### src/hw/rtl/hirc_pkg.sv
// ----------------------------------------------------------------------------
// hirc_pkg: shared widths, codes and types of the height-indexed ring cache
// Ring geometry, operation and status codes, and the structs passed between
// the sequencer, the key memory and the result buffer.
// ----------------------------------------------------------------------------
package hirc_pkg;

  // Ring size is a power of two so that ring arithmetic is a plain wrap.
  localparam int IDX_W    = 4;
  localparam int CAPACITY = 1 << IDX_W;
  localparam int CNT_W    = IDX_W + 1;

  localparam int HEIGHT_W = 32;
  localparam int KEY_W    = 64;
  localparam int OP_W     = 3;
  localparam int STAT_W   = 3;

  localparam logic [OP_W-1:0] OP_ADD    = 3'd0;
  localparam logic [OP_W-1:0] OP_REVERT = 3'd1;
  localparam logic [OP_W-1:0] OP_GET    = 3'd2;
  localparam logic [OP_W-1:0] OP_GET_NN = 3'd3;
  localparam logic [OP_W-1:0] OP_BEST   = 3'd4;

  localparam logic [STAT_W-1:0] ST_OK        = 3'd0;
  localparam logic [STAT_W-1:0] ST_NOT_ABOVE = 3'd1;
  localparam logic [STAT_W-1:0] ST_MISMATCH  = 3'd2;
  localparam logic [STAT_W-1:0] ST_ABOVE     = 3'd3;
  localparam logic [STAT_W-1:0] ST_FETCH_EXT = 3'd4;

  typedef struct packed {
    logic [STAT_W-1:0]   status;
    logic                present;
    logic [KEY_W-1:0]    key;
    logic [HEIGHT_W-1:0] height;
  } res_t;

  typedef struct packed {
    logic             we;
    logic [IDX_W-1:0] waddr;
    logic [KEY_W-1:0] wdata;
    logic             re;
    logic [IDX_W-1:0] raddr;
  } ram_req_t;

endpackage

### src/hw/rtl/hirc_key_ram.sv
// ----------------------------------------------------------------------------
// hirc_key_ram: key store of the ring
// One write port and one read port, read data registered.
// ----------------------------------------------------------------------------
module hirc_key_ram (
  input  logic                     clk_i,
  input  hirc_pkg::ram_req_t       req_i,
  output logic [hirc_pkg::KEY_W-1:0] rdata_o
);

  logic [hirc_pkg::KEY_W-1:0] mem_q [hirc_pkg::CAPACITY];
  logic [hirc_pkg::KEY_W-1:0] rdata_q;

  always_ff @(posedge clk_i) begin
    if (req_i.we) begin
      mem_q[req_i.waddr] <= req_i.wdata;
    end
  end

  always_ff @(posedge clk_i) begin
    if (req_i.re) begin
      rdata_q <= mem_q[req_i.raddr];
    end
  end

  assign rdata_o = rdata_q;

endmodule

### src/hw/rtl/hirc_seq.sv
// ----------------------------------------------------------------------------
// hirc_seq: operation sequencer and ring bookkeeping
// Holds head index, head height, fill count and the per-slot present bits,
// and steps through the slots for revert, tail search and upward walks.
// ----------------------------------------------------------------------------
module hirc_seq (
  input  logic                          clk_i,
  input  logic                          rst_ni,
  input  logic                          in_valid_i,
  output logic                          in_stall_o,
  input  logic [hirc_pkg::OP_W-1:0]     operation_i,
  input  logic [hirc_pkg::HEIGHT_W-1:0] item_height_i,
  input  logic [hirc_pkg::KEY_W-1:0]    item_key_i,
  output hirc_pkg::ram_req_t            ram_req_o,
  input  logic [hirc_pkg::KEY_W-1:0]    ram_rdata_i,
  output logic                          res_valid_o,
  input  logic                          res_take_i,
  output hirc_pkg::res_t                res_o
);

  localparam logic [2:0] S_IDLE     = 3'd0;
  localparam logic [2:0] S_REV_RD   = 3'd1;
  localparam logic [2:0] S_REV_WALK = 3'd2;
  localparam logic [2:0] S_PROBE    = 3'd3;
  localparam logic [2:0] S_TAIL     = 3'd4;
  localparam logic [2:0] S_UP       = 3'd5;
  localparam logic [2:0] S_KEY_RD   = 3'd6;
  localparam logic [2:0] S_DONE     = 3'd7;

  logic [2:0]                    state_q, state_d;
  logic [hirc_pkg::OP_W-1:0]     op_q, op_d;
  logic [hirc_pkg::HEIGHT_W-1:0] h_q, h_d;
  logic [hirc_pkg::KEY_W-1:0]    key_q, key_d;
  logic [hirc_pkg::IDX_W-1:0]    ptr_q, ptr_d;
  logic [hirc_pkg::IDX_W-1:0]    base_q, base_d;
  logic [hirc_pkg::CNT_W-1:0]    cnt_q, cnt_d;
  logic [hirc_pkg::IDX_W-1:0]    head_idx_q, head_idx_d;
  logic [hirc_pkg::HEIGHT_W-1:0] head_h_q, head_h_d;
  logic [hirc_pkg::CNT_W-1:0]    fill_q, fill_d;
  logic [hirc_pkg::CAPACITY-1:0] present_q, present_d;
  hirc_pkg::res_t                res_q, res_d;

  // Add datapath
  logic                          add_empty;
  logic [hirc_pkg::HEIGHT_W-1:0] add_diff;
  logic                          add_long;
  logic [hirc_pkg::CNT_W-1:0]    add_len;
  logic [hirc_pkg::IDX_W-1:0]    add_step;
  logic [hirc_pkg::IDX_W-1:0]    add_head;
  logic [hirc_pkg::IDX_W-1:0]    add_gap;
  logic [hirc_pkg::CNT_W:0]      add_fill_sum;
  logic [hirc_pkg::CNT_W-1:0]    add_fill;
  logic [hirc_pkg::CAPACITY-1:0] add_present;

  // Lookup start
  logic [hirc_pkg::HEIGHT_W-1:0] q_dist;
  logic                          ring_empty;
  logic                          tail_last;

  assign ring_empty   = (fill_q == '0);
  assign add_empty    = ring_empty;
  assign add_diff     = item_height_i - head_h_q;
  assign add_long     = !add_empty && (add_diff > hirc_pkg::HEIGHT_W'(hirc_pkg::CAPACITY));
  assign add_len      = add_empty ? hirc_pkg::CNT_W'(1) : add_diff[hirc_pkg::CNT_W-1:0];
  assign add_step     = add_empty ? hirc_pkg::IDX_W'(1) : add_diff[hirc_pkg::IDX_W-1:0];
  assign add_head     = head_idx_q + add_step;
  assign add_gap      = hirc_pkg::IDX_W'(add_len - hirc_pkg::CNT_W'(1));
  assign add_fill_sum = {1'b0, fill_q} + {1'b0, add_len};
  assign add_fill     = (add_long ||
                         (add_fill_sum > (hirc_pkg::CNT_W+1)'(hirc_pkg::CAPACITY)))
                        ? hirc_pkg::CNT_W'(hirc_pkg::CAPACITY)
                        : add_fill_sum[hirc_pkg::CNT_W-1:0];

  assign q_dist    = head_h_q - item_height_i;
  assign tail_last = ((cnt_q + hirc_pkg::CNT_W'(1)) == fill_q);

  // Clear the skipped slots (or all of them on a long gap), then mark the new head.
  always_comb begin
    logic [hirc_pkg::IDX_W-1:0] offs;
    add_present = present_q;
    for (int i = 0; i < hirc_pkg::CAPACITY; i++) begin
      offs = hirc_pkg::IDX_W'(i) - head_idx_q;
      if (add_long || (offs != '0 && offs <= add_gap)) begin
        add_present[i] = 1'b0;
      end
    end
    add_present[add_head] = 1'b1;
  end

  always_comb begin
    state_d    = state_q;
    op_d       = op_q;
    h_d        = h_q;
    key_d      = key_q;
    ptr_d      = ptr_q;
    base_d     = base_q;
    cnt_d      = cnt_q;
    head_idx_d = head_idx_q;
    head_h_d   = head_h_q;
    fill_d     = fill_q;
    present_d  = present_q;
    res_d      = res_q;
    ram_req_o  = '0;

    case (state_q)
      S_IDLE: begin
        if (in_valid_i) begin
          op_d  = operation_i;
          h_d   = item_height_i;
          key_d = item_key_i;
          res_d = '0;
          case (operation_i)
            hirc_pkg::OP_ADD: begin
              state_d = S_DONE;
              if (!ring_empty && item_height_i <= head_h_q) begin
                res_d.status = hirc_pkg::ST_NOT_ABOVE;
              end else begin
                head_idx_d      = add_head;
                head_h_d        = item_height_i;
                fill_d          = add_fill;
                present_d       = add_present;
                ram_req_o.we    = 1'b1;
                ram_req_o.waddr = add_head;
                ram_req_o.wdata = item_key_i;
              end
            end
            hirc_pkg::OP_REVERT: begin
              if (ring_empty) begin
                state_d = S_DONE;
              end else begin
                ram_req_o.re    = 1'b1;
                ram_req_o.raddr = head_idx_q;
                state_d         = S_REV_RD;
              end
            end
            hirc_pkg::OP_GET, hirc_pkg::OP_GET_NN: begin
              state_d = S_DONE;
              if (ring_empty) begin
                res_d.status = hirc_pkg::ST_FETCH_EXT;
                res_d.height = item_height_i;
              end else if (item_height_i > head_h_q) begin
                res_d.status = hirc_pkg::ST_ABOVE;
              end else if (q_dist >= hirc_pkg::HEIGHT_W'(fill_q)) begin
                res_d.status = hirc_pkg::ST_FETCH_EXT;
                res_d.height = item_height_i;
              end else begin
                ptr_d   = head_idx_q - q_dist[hirc_pkg::IDX_W-1:0];
                base_d  = head_idx_q - q_dist[hirc_pkg::IDX_W-1:0];
                cnt_d   = q_dist[hirc_pkg::CNT_W-1:0];
                state_d = S_PROBE;
              end
            end
            hirc_pkg::OP_BEST: begin
              if (ring_empty) begin
                res_d.status = hirc_pkg::ST_FETCH_EXT;
                state_d      = S_DONE;
              end else begin
                h_d             = head_h_q;
                ram_req_o.re    = 1'b1;
                ram_req_o.raddr = head_idx_q;
                state_d         = S_KEY_RD;
              end
            end
            default: begin
              state_d = S_DONE;
            end
          endcase
        end
      end

      S_REV_RD: begin
        if (ram_rdata_i != key_q) begin
          res_d.status = hirc_pkg::ST_MISMATCH;
          state_d      = S_DONE;
        end else begin
          present_d[head_idx_q] = 1'b0;
          head_idx_d            = head_idx_q - hirc_pkg::IDX_W'(1);
          head_h_d              = head_h_q - hirc_pkg::HEIGHT_W'(1);
          fill_d                = fill_q - hirc_pkg::CNT_W'(1);
          state_d               = S_REV_WALK;
        end
      end

      // Drop empty slots below the removed head, one per cycle.
      S_REV_WALK: begin
        if (!ring_empty && !present_q[head_idx_q]) begin
          head_idx_d = head_idx_q - hirc_pkg::IDX_W'(1);
          head_h_d   = head_h_q - hirc_pkg::HEIGHT_W'(1);
          fill_d     = fill_q - hirc_pkg::CNT_W'(1);
        end else begin
          state_d = S_DONE;
        end
      end

      S_PROBE: begin
        if (present_q[ptr_q]) begin
          ram_req_o.re    = 1'b1;
          ram_req_o.raddr = ptr_q;
          state_d         = S_KEY_RD;
        end else if (tail_last) begin
          res_d.status = hirc_pkg::ST_FETCH_EXT;
          res_d.height = h_q;
          state_d      = S_DONE;
        end else begin
          ptr_d   = ptr_q - hirc_pkg::IDX_W'(1);
          cnt_d   = cnt_q + hirc_pkg::CNT_W'(1);
          state_d = S_TAIL;
        end
      end

      // Look for any filled slot older than the queried one.
      S_TAIL: begin
        if (present_q[ptr_q]) begin
          if (op_q == hirc_pkg::OP_GET) begin
            res_d.height = h_q;
            state_d      = S_DONE;
          end else begin
            ptr_d   = base_q + hirc_pkg::IDX_W'(1);
            h_d     = h_q + hirc_pkg::HEIGHT_W'(1);
            state_d = S_UP;
          end
        end else if (tail_last) begin
          res_d.status = hirc_pkg::ST_FETCH_EXT;
          res_d.height = h_q;
          state_d      = S_DONE;
        end else begin
          ptr_d = ptr_q - hirc_pkg::IDX_W'(1);
          cnt_d = cnt_q + hirc_pkg::CNT_W'(1);
        end
      end

      // Head is always filled, so this walk stops at the head at the latest.
      S_UP: begin
        if (present_q[ptr_q]) begin
          ram_req_o.re    = 1'b1;
          ram_req_o.raddr = ptr_q;
          state_d         = S_KEY_RD;
        end else begin
          ptr_d = ptr_q + hirc_pkg::IDX_W'(1);
          h_d   = h_q + hirc_pkg::HEIGHT_W'(1);
        end
      end

      S_KEY_RD: begin
        res_d.status  = hirc_pkg::ST_OK;
        res_d.present = 1'b1;
        res_d.key     = ram_rdata_i;
        res_d.height  = h_q;
        state_d       = S_DONE;
      end

      S_DONE: begin
        if (res_take_i) begin
          state_d = S_IDLE;
        end
      end

      default: begin
        state_d = S_IDLE;
      end
    endcase
  end

  always_ff @(posedge clk_i or negedge rst_ni) begin
    if (!rst_ni) begin
      state_q    <= S_IDLE;
      head_idx_q <= '0;
      head_h_q   <= '0;
      fill_q     <= '0;
      present_q  <= '0;
    end else begin
      state_q    <= state_d;
      head_idx_q <= head_idx_d;
      head_h_q   <= head_h_d;
      fill_q     <= fill_d;
      present_q  <= present_d;
    end
  end

  always_ff @(posedge clk_i) begin
    op_q   <= op_d;
    h_q    <= h_d;
    key_q  <= key_d;
    ptr_q  <= ptr_d;
    base_q <= base_d;
    cnt_q  <= cnt_d;
    res_q  <= res_d;
  end

  assign in_stall_o  = (state_q != S_IDLE);
  assign res_valid_o = (state_q == S_DONE);
  assign res_o       = res_q;

endmodule

### src/hw/rtl/hirc_out_buf.sv
// ----------------------------------------------------------------------------
// hirc_out_buf: result register
// Holds one result beat towards the consumer and decouples its stall.
// ----------------------------------------------------------------------------
module hirc_out_buf (
  input  logic           clk_i,
  input  logic           rst_ni,
  input  logic           push_i,
  input  hirc_pkg::res_t res_i,
  output logic           take_o,
  output logic           out_valid_o,
  input  logic           out_stall_i,
  output hirc_pkg::res_t res_o
);

  logic           full_q, full_d;
  hirc_pkg::res_t data_q;
  logic           load;

  // Take a new beat when empty or while the held one leaves.
  assign take_o = !full_q || !out_stall_i;
  assign load   = push_i && take_o;

  always_comb begin
    full_d = full_q;
    if (load) begin
      full_d = 1'b1;
    end else if (full_q && !out_stall_i) begin
      full_d = 1'b0;
    end
  end

  always_ff @(posedge clk_i or negedge rst_ni) begin
    if (!rst_ni) begin
      full_q <= 1'b0;
    end else begin
      full_q <= full_d;
    end
  end

  always_ff @(posedge clk_i) begin
    if (load) begin
      data_q <= res_i;
    end
  end

  assign out_valid_o = full_q;
  assign res_o       = data_q;

endmodule

### src/hw/rtl/height_indexed_ring_cache.sv
// ----------------------------------------------------------------------------
// height_indexed_ring_cache: ring of slots indexed by consecutive height
// Add, revert, get, get-first-filled and best over a ring of CAPACITY slots,
// with keys in a synchronous memory and slot occupancy in flip-flops.
// ----------------------------------------------------------------------------
//
//  channel | direction | handshake              | payload
//  --------+-----------+------------------------+-----------------------------
//  in      | input     | in_valid_i / in_stall_o | operation, item_height,
//          |           |                        | item_key
//  out     | output    | out_valid_o / out_stall_i | status, present,
//          |           |                        | result_key, result_height
//
//  Per beat, the sequencer steps one slot per cycle through the present bits
//  for revert, get and get-first-filled, and reads the key memory, whose read
//  data is registered, for best, for the revert key compare and for a lookup
//  that returns a key.
//  Reset clears the present bits, head and fill count at once; the key memory
//  is not cleared, as keys are read only from filled slots.
//  A stalled result waits in the output register while the sequencer takes
//  and works on the next beat; the sequencer then holds its own result.
//  The key memory is never read and written in the same cycle, as one beat
//  is in flight at a time, so it needs no forwarding.
//
module height_indexed_ring_cache (
  input  logic                          clk_i,
  input  logic                          rst_ni,
  input  logic                          in_valid_i,
  output logic                          in_stall_o,
  input  logic [hirc_pkg::OP_W-1:0]     operation_i,
  input  logic [hirc_pkg::HEIGHT_W-1:0] item_height_i,
  input  logic [hirc_pkg::KEY_W-1:0]    item_key_i,
  output logic                          out_valid_o,
  input  logic                          out_stall_i,
  output logic [hirc_pkg::STAT_W-1:0]   status_o,
  output logic                          present_o,
  output logic [hirc_pkg::KEY_W-1:0]    result_key_o,
  output logic [hirc_pkg::HEIGHT_W-1:0] result_height_o
);

  hirc_pkg::ram_req_t         ram_req;
  logic [hirc_pkg::KEY_W-1:0] ram_rdata;
  logic                       res_valid;
  logic                       res_take;
  hirc_pkg::res_t             res_seq;
  hirc_pkg::res_t             res_out;

  // Key store: written on add, read for revert compare and lookups.
  hirc_key_ram u_key_ram (
    .clk_i   (clk_i),
    .req_i   (ram_req),
    .rdata_o (ram_rdata)
  );

  // Sequencer: ring bookkeeping and slot walks.
  hirc_seq u_seq (
    .clk_i         (clk_i),
    .rst_ni        (rst_ni),
    .in_valid_i    (in_valid_i),
    .in_stall_o    (in_stall_o),
    .operation_i   (operation_i),
    .item_height_i (item_height_i),
    .item_key_i    (item_key_i),
    .ram_req_o     (ram_req),
    .ram_rdata_i   (ram_rdata),
    .res_valid_o   (res_valid),
    .res_take_i    (res_take),
    .res_o         (res_seq)
  );

  // Result register: holds the beat while the consumer stalls.
  hirc_out_buf u_out_buf (
    .clk_i       (clk_i),
    .rst_ni      (rst_ni),
    .push_i      (res_valid),
    .res_i       (res_seq),
    .take_o      (res_take),
    .out_valid_o (out_valid_o),
    .out_stall_i (out_stall_i),
    .res_o       (res_out)
  );

  assign status_o        = res_out.status;
  assign present_o       = res_out.present;
  assign result_key_o    = res_out.key;
  assign result_height_o = res_out.height;

endmodule
### config.mk
export PLATFORM = sky130hd
export DESIGN_NAME = height_indexed_ring_cache
export DESIGN_NICKNAME = d
export VERILOG_FILES = /design/src/hw/rtl/hirc_pkg.sv /design/src/hw/rtl/hirc_key_ram.sv /design/src/hw/rtl/hirc_seq.sv /design/src/hw/rtl/hirc_out_buf.sv /design/src/hw/rtl/height_indexed_ring_cache.sv
export SDC_FILE = /design/constraint.sdc
export NUM_CORES = 2
export LEC_CHECK = 0
export BUFFER_PORTS_ARGS = -buffer_cell sky130_fd_sc_hd__buf_4
export CORE_ASPECT_RATIO = 0.5
export CORE_MARGIN = 3
export CORE_UTILIZATION = 65
export DETAILED_ROUTE_END_ITERATION = 8
export PLACE_DENSITY = 0.9
export SLEW_MARGIN = 20
export SYNTH_ARGS = -nofsm -noshare
export SYNTH_HDL_FRONTEND = slang
export SYNTH_HIERARCHICAL = 1
export SYNTH_SLANG_ARGS = --single-unit
### constraint.sdc
create_clock -name clk_i -period 21 [get_ports clk_i]
set_input_delay 3.15 -clock clk_i [delete_from_list [all_inputs] [get_ports clk_i]]
set_output_delay 3.15 -clock clk_i [all_outputs]
set_load 0.01 [all_outputs]
==> run_results.csv <==
group,metric,value,unit
power_and_ir_drop,clkPwrFrac,0.267,
global_routing,grtUsageTotal,0.386,
finish,fin_nets,4376,
detailed_routing,wire_per_inst,35.9,um
timing,setup_tns,0,ps
timing,fin_crit_sh,0.464,
logic_synthesis,synth_top_flop_cell,"edfxtp_1",
logic_synthesis,synth_nets,4191,
logic_synthesis,synth_cell_types,96,
global_routing,grt_pass1_wl,281,mm
floorplanning,io-pin-count,205,
setup_path,rr_worst_depth,11,
cts,cts_resized,0,
logic_synthesis,syn_area,0.0636,mm^2
setup_path,critPathKind,"in2reg",
min_path,hold_depth,0,
logic_synthesis,yosys_warnings,6,
setup_path,cp-start-kind,"input port",
min_path,hold_end,"u_out_buf/res_o[44]",
setup_path,rrSetupSlack,13210,ps
logic_synthesis,synth_common_cells,"edfxtp_1, mux4_2, nand2_1",
status,status,"completed",
cts,clockRootBuffer,"clkbuf_16",
timing,period_minus_slack,9750,ps
cts,numCtsBuffers,113,
setup_path,regToRegEndpoint,"u_key_ram/rdata_o[46]",
power_and_ir_drop,switching_power,0.00295,W
setup_path,critPathMaxStageDelay,910,ps
detailed_routing,drc,0,
cts,cts.sink_count,1461,
logic_synthesis,syn_area_per_cell,16.1,um^2
floorplanning,die_w,448,um
detailed_routing,vias,41100,
timing,slew_viol_final,0,
cts,cts_hold_buf,0,
min_path,hold_path.class,"reg2reg",
power_and_ir_drop,intPower,0.00561,W
global_routing,grt_max_degree,79,
detailed_routing,routed.top_layer,"met5",
finish,drive_gt1_frac,0.186,
timing,skew,86.0,ps
finish,syn_to_final_growth,10.4,%
power_and_ir_drop,power_leakage,24.1,nW
detailed_routing,wl_met3,27.5,mm
logic_synthesis,yosysMostFrequentCell,"edfxtp_1",
floorplanning,rows,80,
cts,cts.htree.levels,3,
detailed_routing,final_antenna_net_count,0,
power_and_ir_drop,power.share.switching,0.345,
timing,worstMarginPinSlew,1310,ps
cts,clk_pin_slew,80,ps
setup_path,crit_path_end_kind,"flop",
timing,setup_viol,0,
logic_synthesis,synth_top_area_frac,0.662,
setup_path,cpMostUsedCell,"a21oi_1",
detailed_routing,wl_met2,92.5,mm
power_and_ir_drop,ir_worst_vdd,0.0850,mV
logic_synthesis,netlist_instances,3948,
placed_design,place.gp.congestion,0.901,
floorplanning,die_h,227,um
cts,postCtsSetupBuffers,0,
global_routing,antenna_found_initial,17,
floorplanning,start_util,0.661,
placed_design,numPortBuffers,204,
timing,rsz0062_at_grt,"false",
cts,cts_tree,"built",
floorplanning,dieArea,0.102,mm^2
detailed_routing,drt-pass1-iter-count,6,
detailed_routing,wl_met1,63.9,mm
detailed_routing,drt-total-wl,198,mm
setup_path,crit_path_top_delay_cell,"buf_4",
setup_path,r2r-start,"u_seq/state_q[1]",
power_and_ir_drop,power.density,122,mW/mm^2
setup_path,cp_max_fo,45,
logic_synthesis,synth_edf_count,1400,
logic_synthesis,ys_ff_latch,1461,
logic_synthesis,yosys-top-cells-area,"edfxtp_1, mux4_2, ha_1",
setup_path,crit_chain,"buf_4, inv_1, ha_1, inv_1, fa_1, a211oi_1, o211ai_1, a21oi_1, o221ai_1, a21oi_1, o21ai_0, a21oi_1, inv_2, and2_1, nand2b_1, nor2_4, buf_4",
cts,clock_latency,780,ps
global_routing,grt_pass1_vias,40200,
timing,max_clock_freq,0.103,GHz
placed_design,place_hpwl,107,mm
power_and_ir_drop,p_comb_frac,0.293,
timing,hold_viol_final,0,
logic_synthesis,async_reset_ff_frac,0.0418,
setup_path,crit_arrival,10110,ps
timing,max_slew_margin,0.129,
min_path,min-delay-start,"u_seq/res_o[44]",
flow_run,max-cap-violations,0,
detailed_routing,routed_via_density,7.45,
logic_synthesis,yosysTopAreaCell,"edfxtp_1",
floorplanning,core,0.0961,mm^2
global_routing,overflow,0,
logic_synthesis,synth_seq_area_share,0.686,
detailed_routing,drtIter0Drc,8053,
cts,clk_path_buf_depth,3,
timing,hold_ws,421,ps
power_and_ir_drop,seqPwrFrac,0.440,
setup_path,critPathRequiredTime,21360,ps
==> through the flow <==
stage	total power [W]	setup slack, ps	utilization	instances	instance area (um^2)
finish	0.00857	11250	0.730	5507	70200
floorplan	0.00540	9670	-	3948	63600
global route	0.00886	11240	0.730	5503	70200
global placement	0.00608	11270	0.689	5285	66300
CTS	0.00846	11650	0.729	5494	70000
detailed placement	0.00619	11010	0.690	5286	66300
==> how the worst max path moves through the flow <==
| stage | from | to | slack (ps) | depth (start not counted) |
|---|---|---|---|---|
| after global routing | item_height_i[0] | u_key_ram/mem_q[14][61] | 11240 | 17 |
| after detailed placement | item_height_i[0] | u_key_ram/mem_q[14][44] | 11010 | 17 |
| final | item_height_i[0] | u_key_ram/mem_q[14][61] | 11250 | 17 |
| after CTS | item_height_i[0] | u_key_ram/mem_q[14][61] | 11650 | 17 |
| after global placement | in_valid_i | u_key_ram/rdata_o[44] | 11270 | 11 |
| after floorplan | item_height_i[0] | u_key_ram/mem_q[0][0] | 9670 | 16 |
==> layout make-up <==
type | count | area, um^2
antenna | 10 | 25.0
fill | 5167 | 25900
inverter | 129 | 485
timing repair buffer | 259 | 2060
clock inverter | 66 | 729
multi-input combinational | 2169 | 18700
sequential | 1461 | 43600
clock buffer | 142 | 3000
tap | 1271 | 1590
==> power groups by stage <==
stage	clock [W]	sequential [W]	combinational [W]
after global placement	0	0.00379	0.00229
after CTS	0.00227	0.00376	0.00243
after detailed placement	0	0.00381	0.00238
after floorplan	0	0.00376	0.00164
after global routing	0.00238	0.00379	0.00269
final	0.00228	0.00377	0.00251
==> registers in the layout (all words and copies together), names as in the netlist <==
register,flops
u_seq/h_q,32
u_seq/head_h_q,32
u_seq/ptr_q,4
u_seq/present_q,16
u_seq/fill_q,5
u_seq/res_o,100
u_key_ram/rdata_o,64
u_seq/state_q,3
u_out_buf/out_valid_o,1
u_seq/key_q,64
u_seq/op_q,3
u_out_buf/res_o,100
u_seq/base_q,4
u_key_ram/mem_q,1024
u_seq/cnt_q,5
u_seq/head_idx_q,4
==> metal layers <==
metal  GRT usage  vias up
met1       0.494    20000
met2       0.611     4182
met4       0.218        6
met5           0        -
li1            -    15900
met3       0.102      922
==> worst max-delay path: cells and delay by family <==
kind                     cells  cell delay, ps
AO/OA/AOI/OAI                7            2730
buffers and inverters        5            1720
AND/OR/NAND/NOR              3            1820
adder cells (fa/ha/maj)      2             600
==> cell usage in the layout (no fill, tap or decap), drive strengths merged, types with 10 or more instances in the layout <==
cell	instances
nand4	48
ha	135
and3	12
inv	131
a21oi	223
o22ai	16
clkinv	49
clkbuf	142
xor2	30
mux4	265
a22oi	143
diode	10
a41oi	10
a21o	68
o211ai	10
o21a	32
edfxtp	1400
dfrtp	61
nand3	55
nor2	159
nor2b	10
or3	12
buf	259
a22o	35
nand2	224
and2	148
o21ai	181
nor3	47
bufinv	12
nor4	20
nand2b	10
a211oi	15
xnor2	126
==> cell families (layout without fill, tap and decap cells) <==
group,Yosys count,after routing,share of synthesized area
adder cells (fa/ha/maj),140,140,0.0282
other,0,10,0
XOR/XNOR,156,156,0.0215
AND/OR/NAND/NOR,780,780,0.0614
AO/OA/AOI/OAI,817,817,0.0841
multiplexers,276,276,0.0957
flip-flops,1461,1461,0.686
buffers and inverters,318,596,0.0236
No activity file was read; power rests on OpenSTA's default activity.
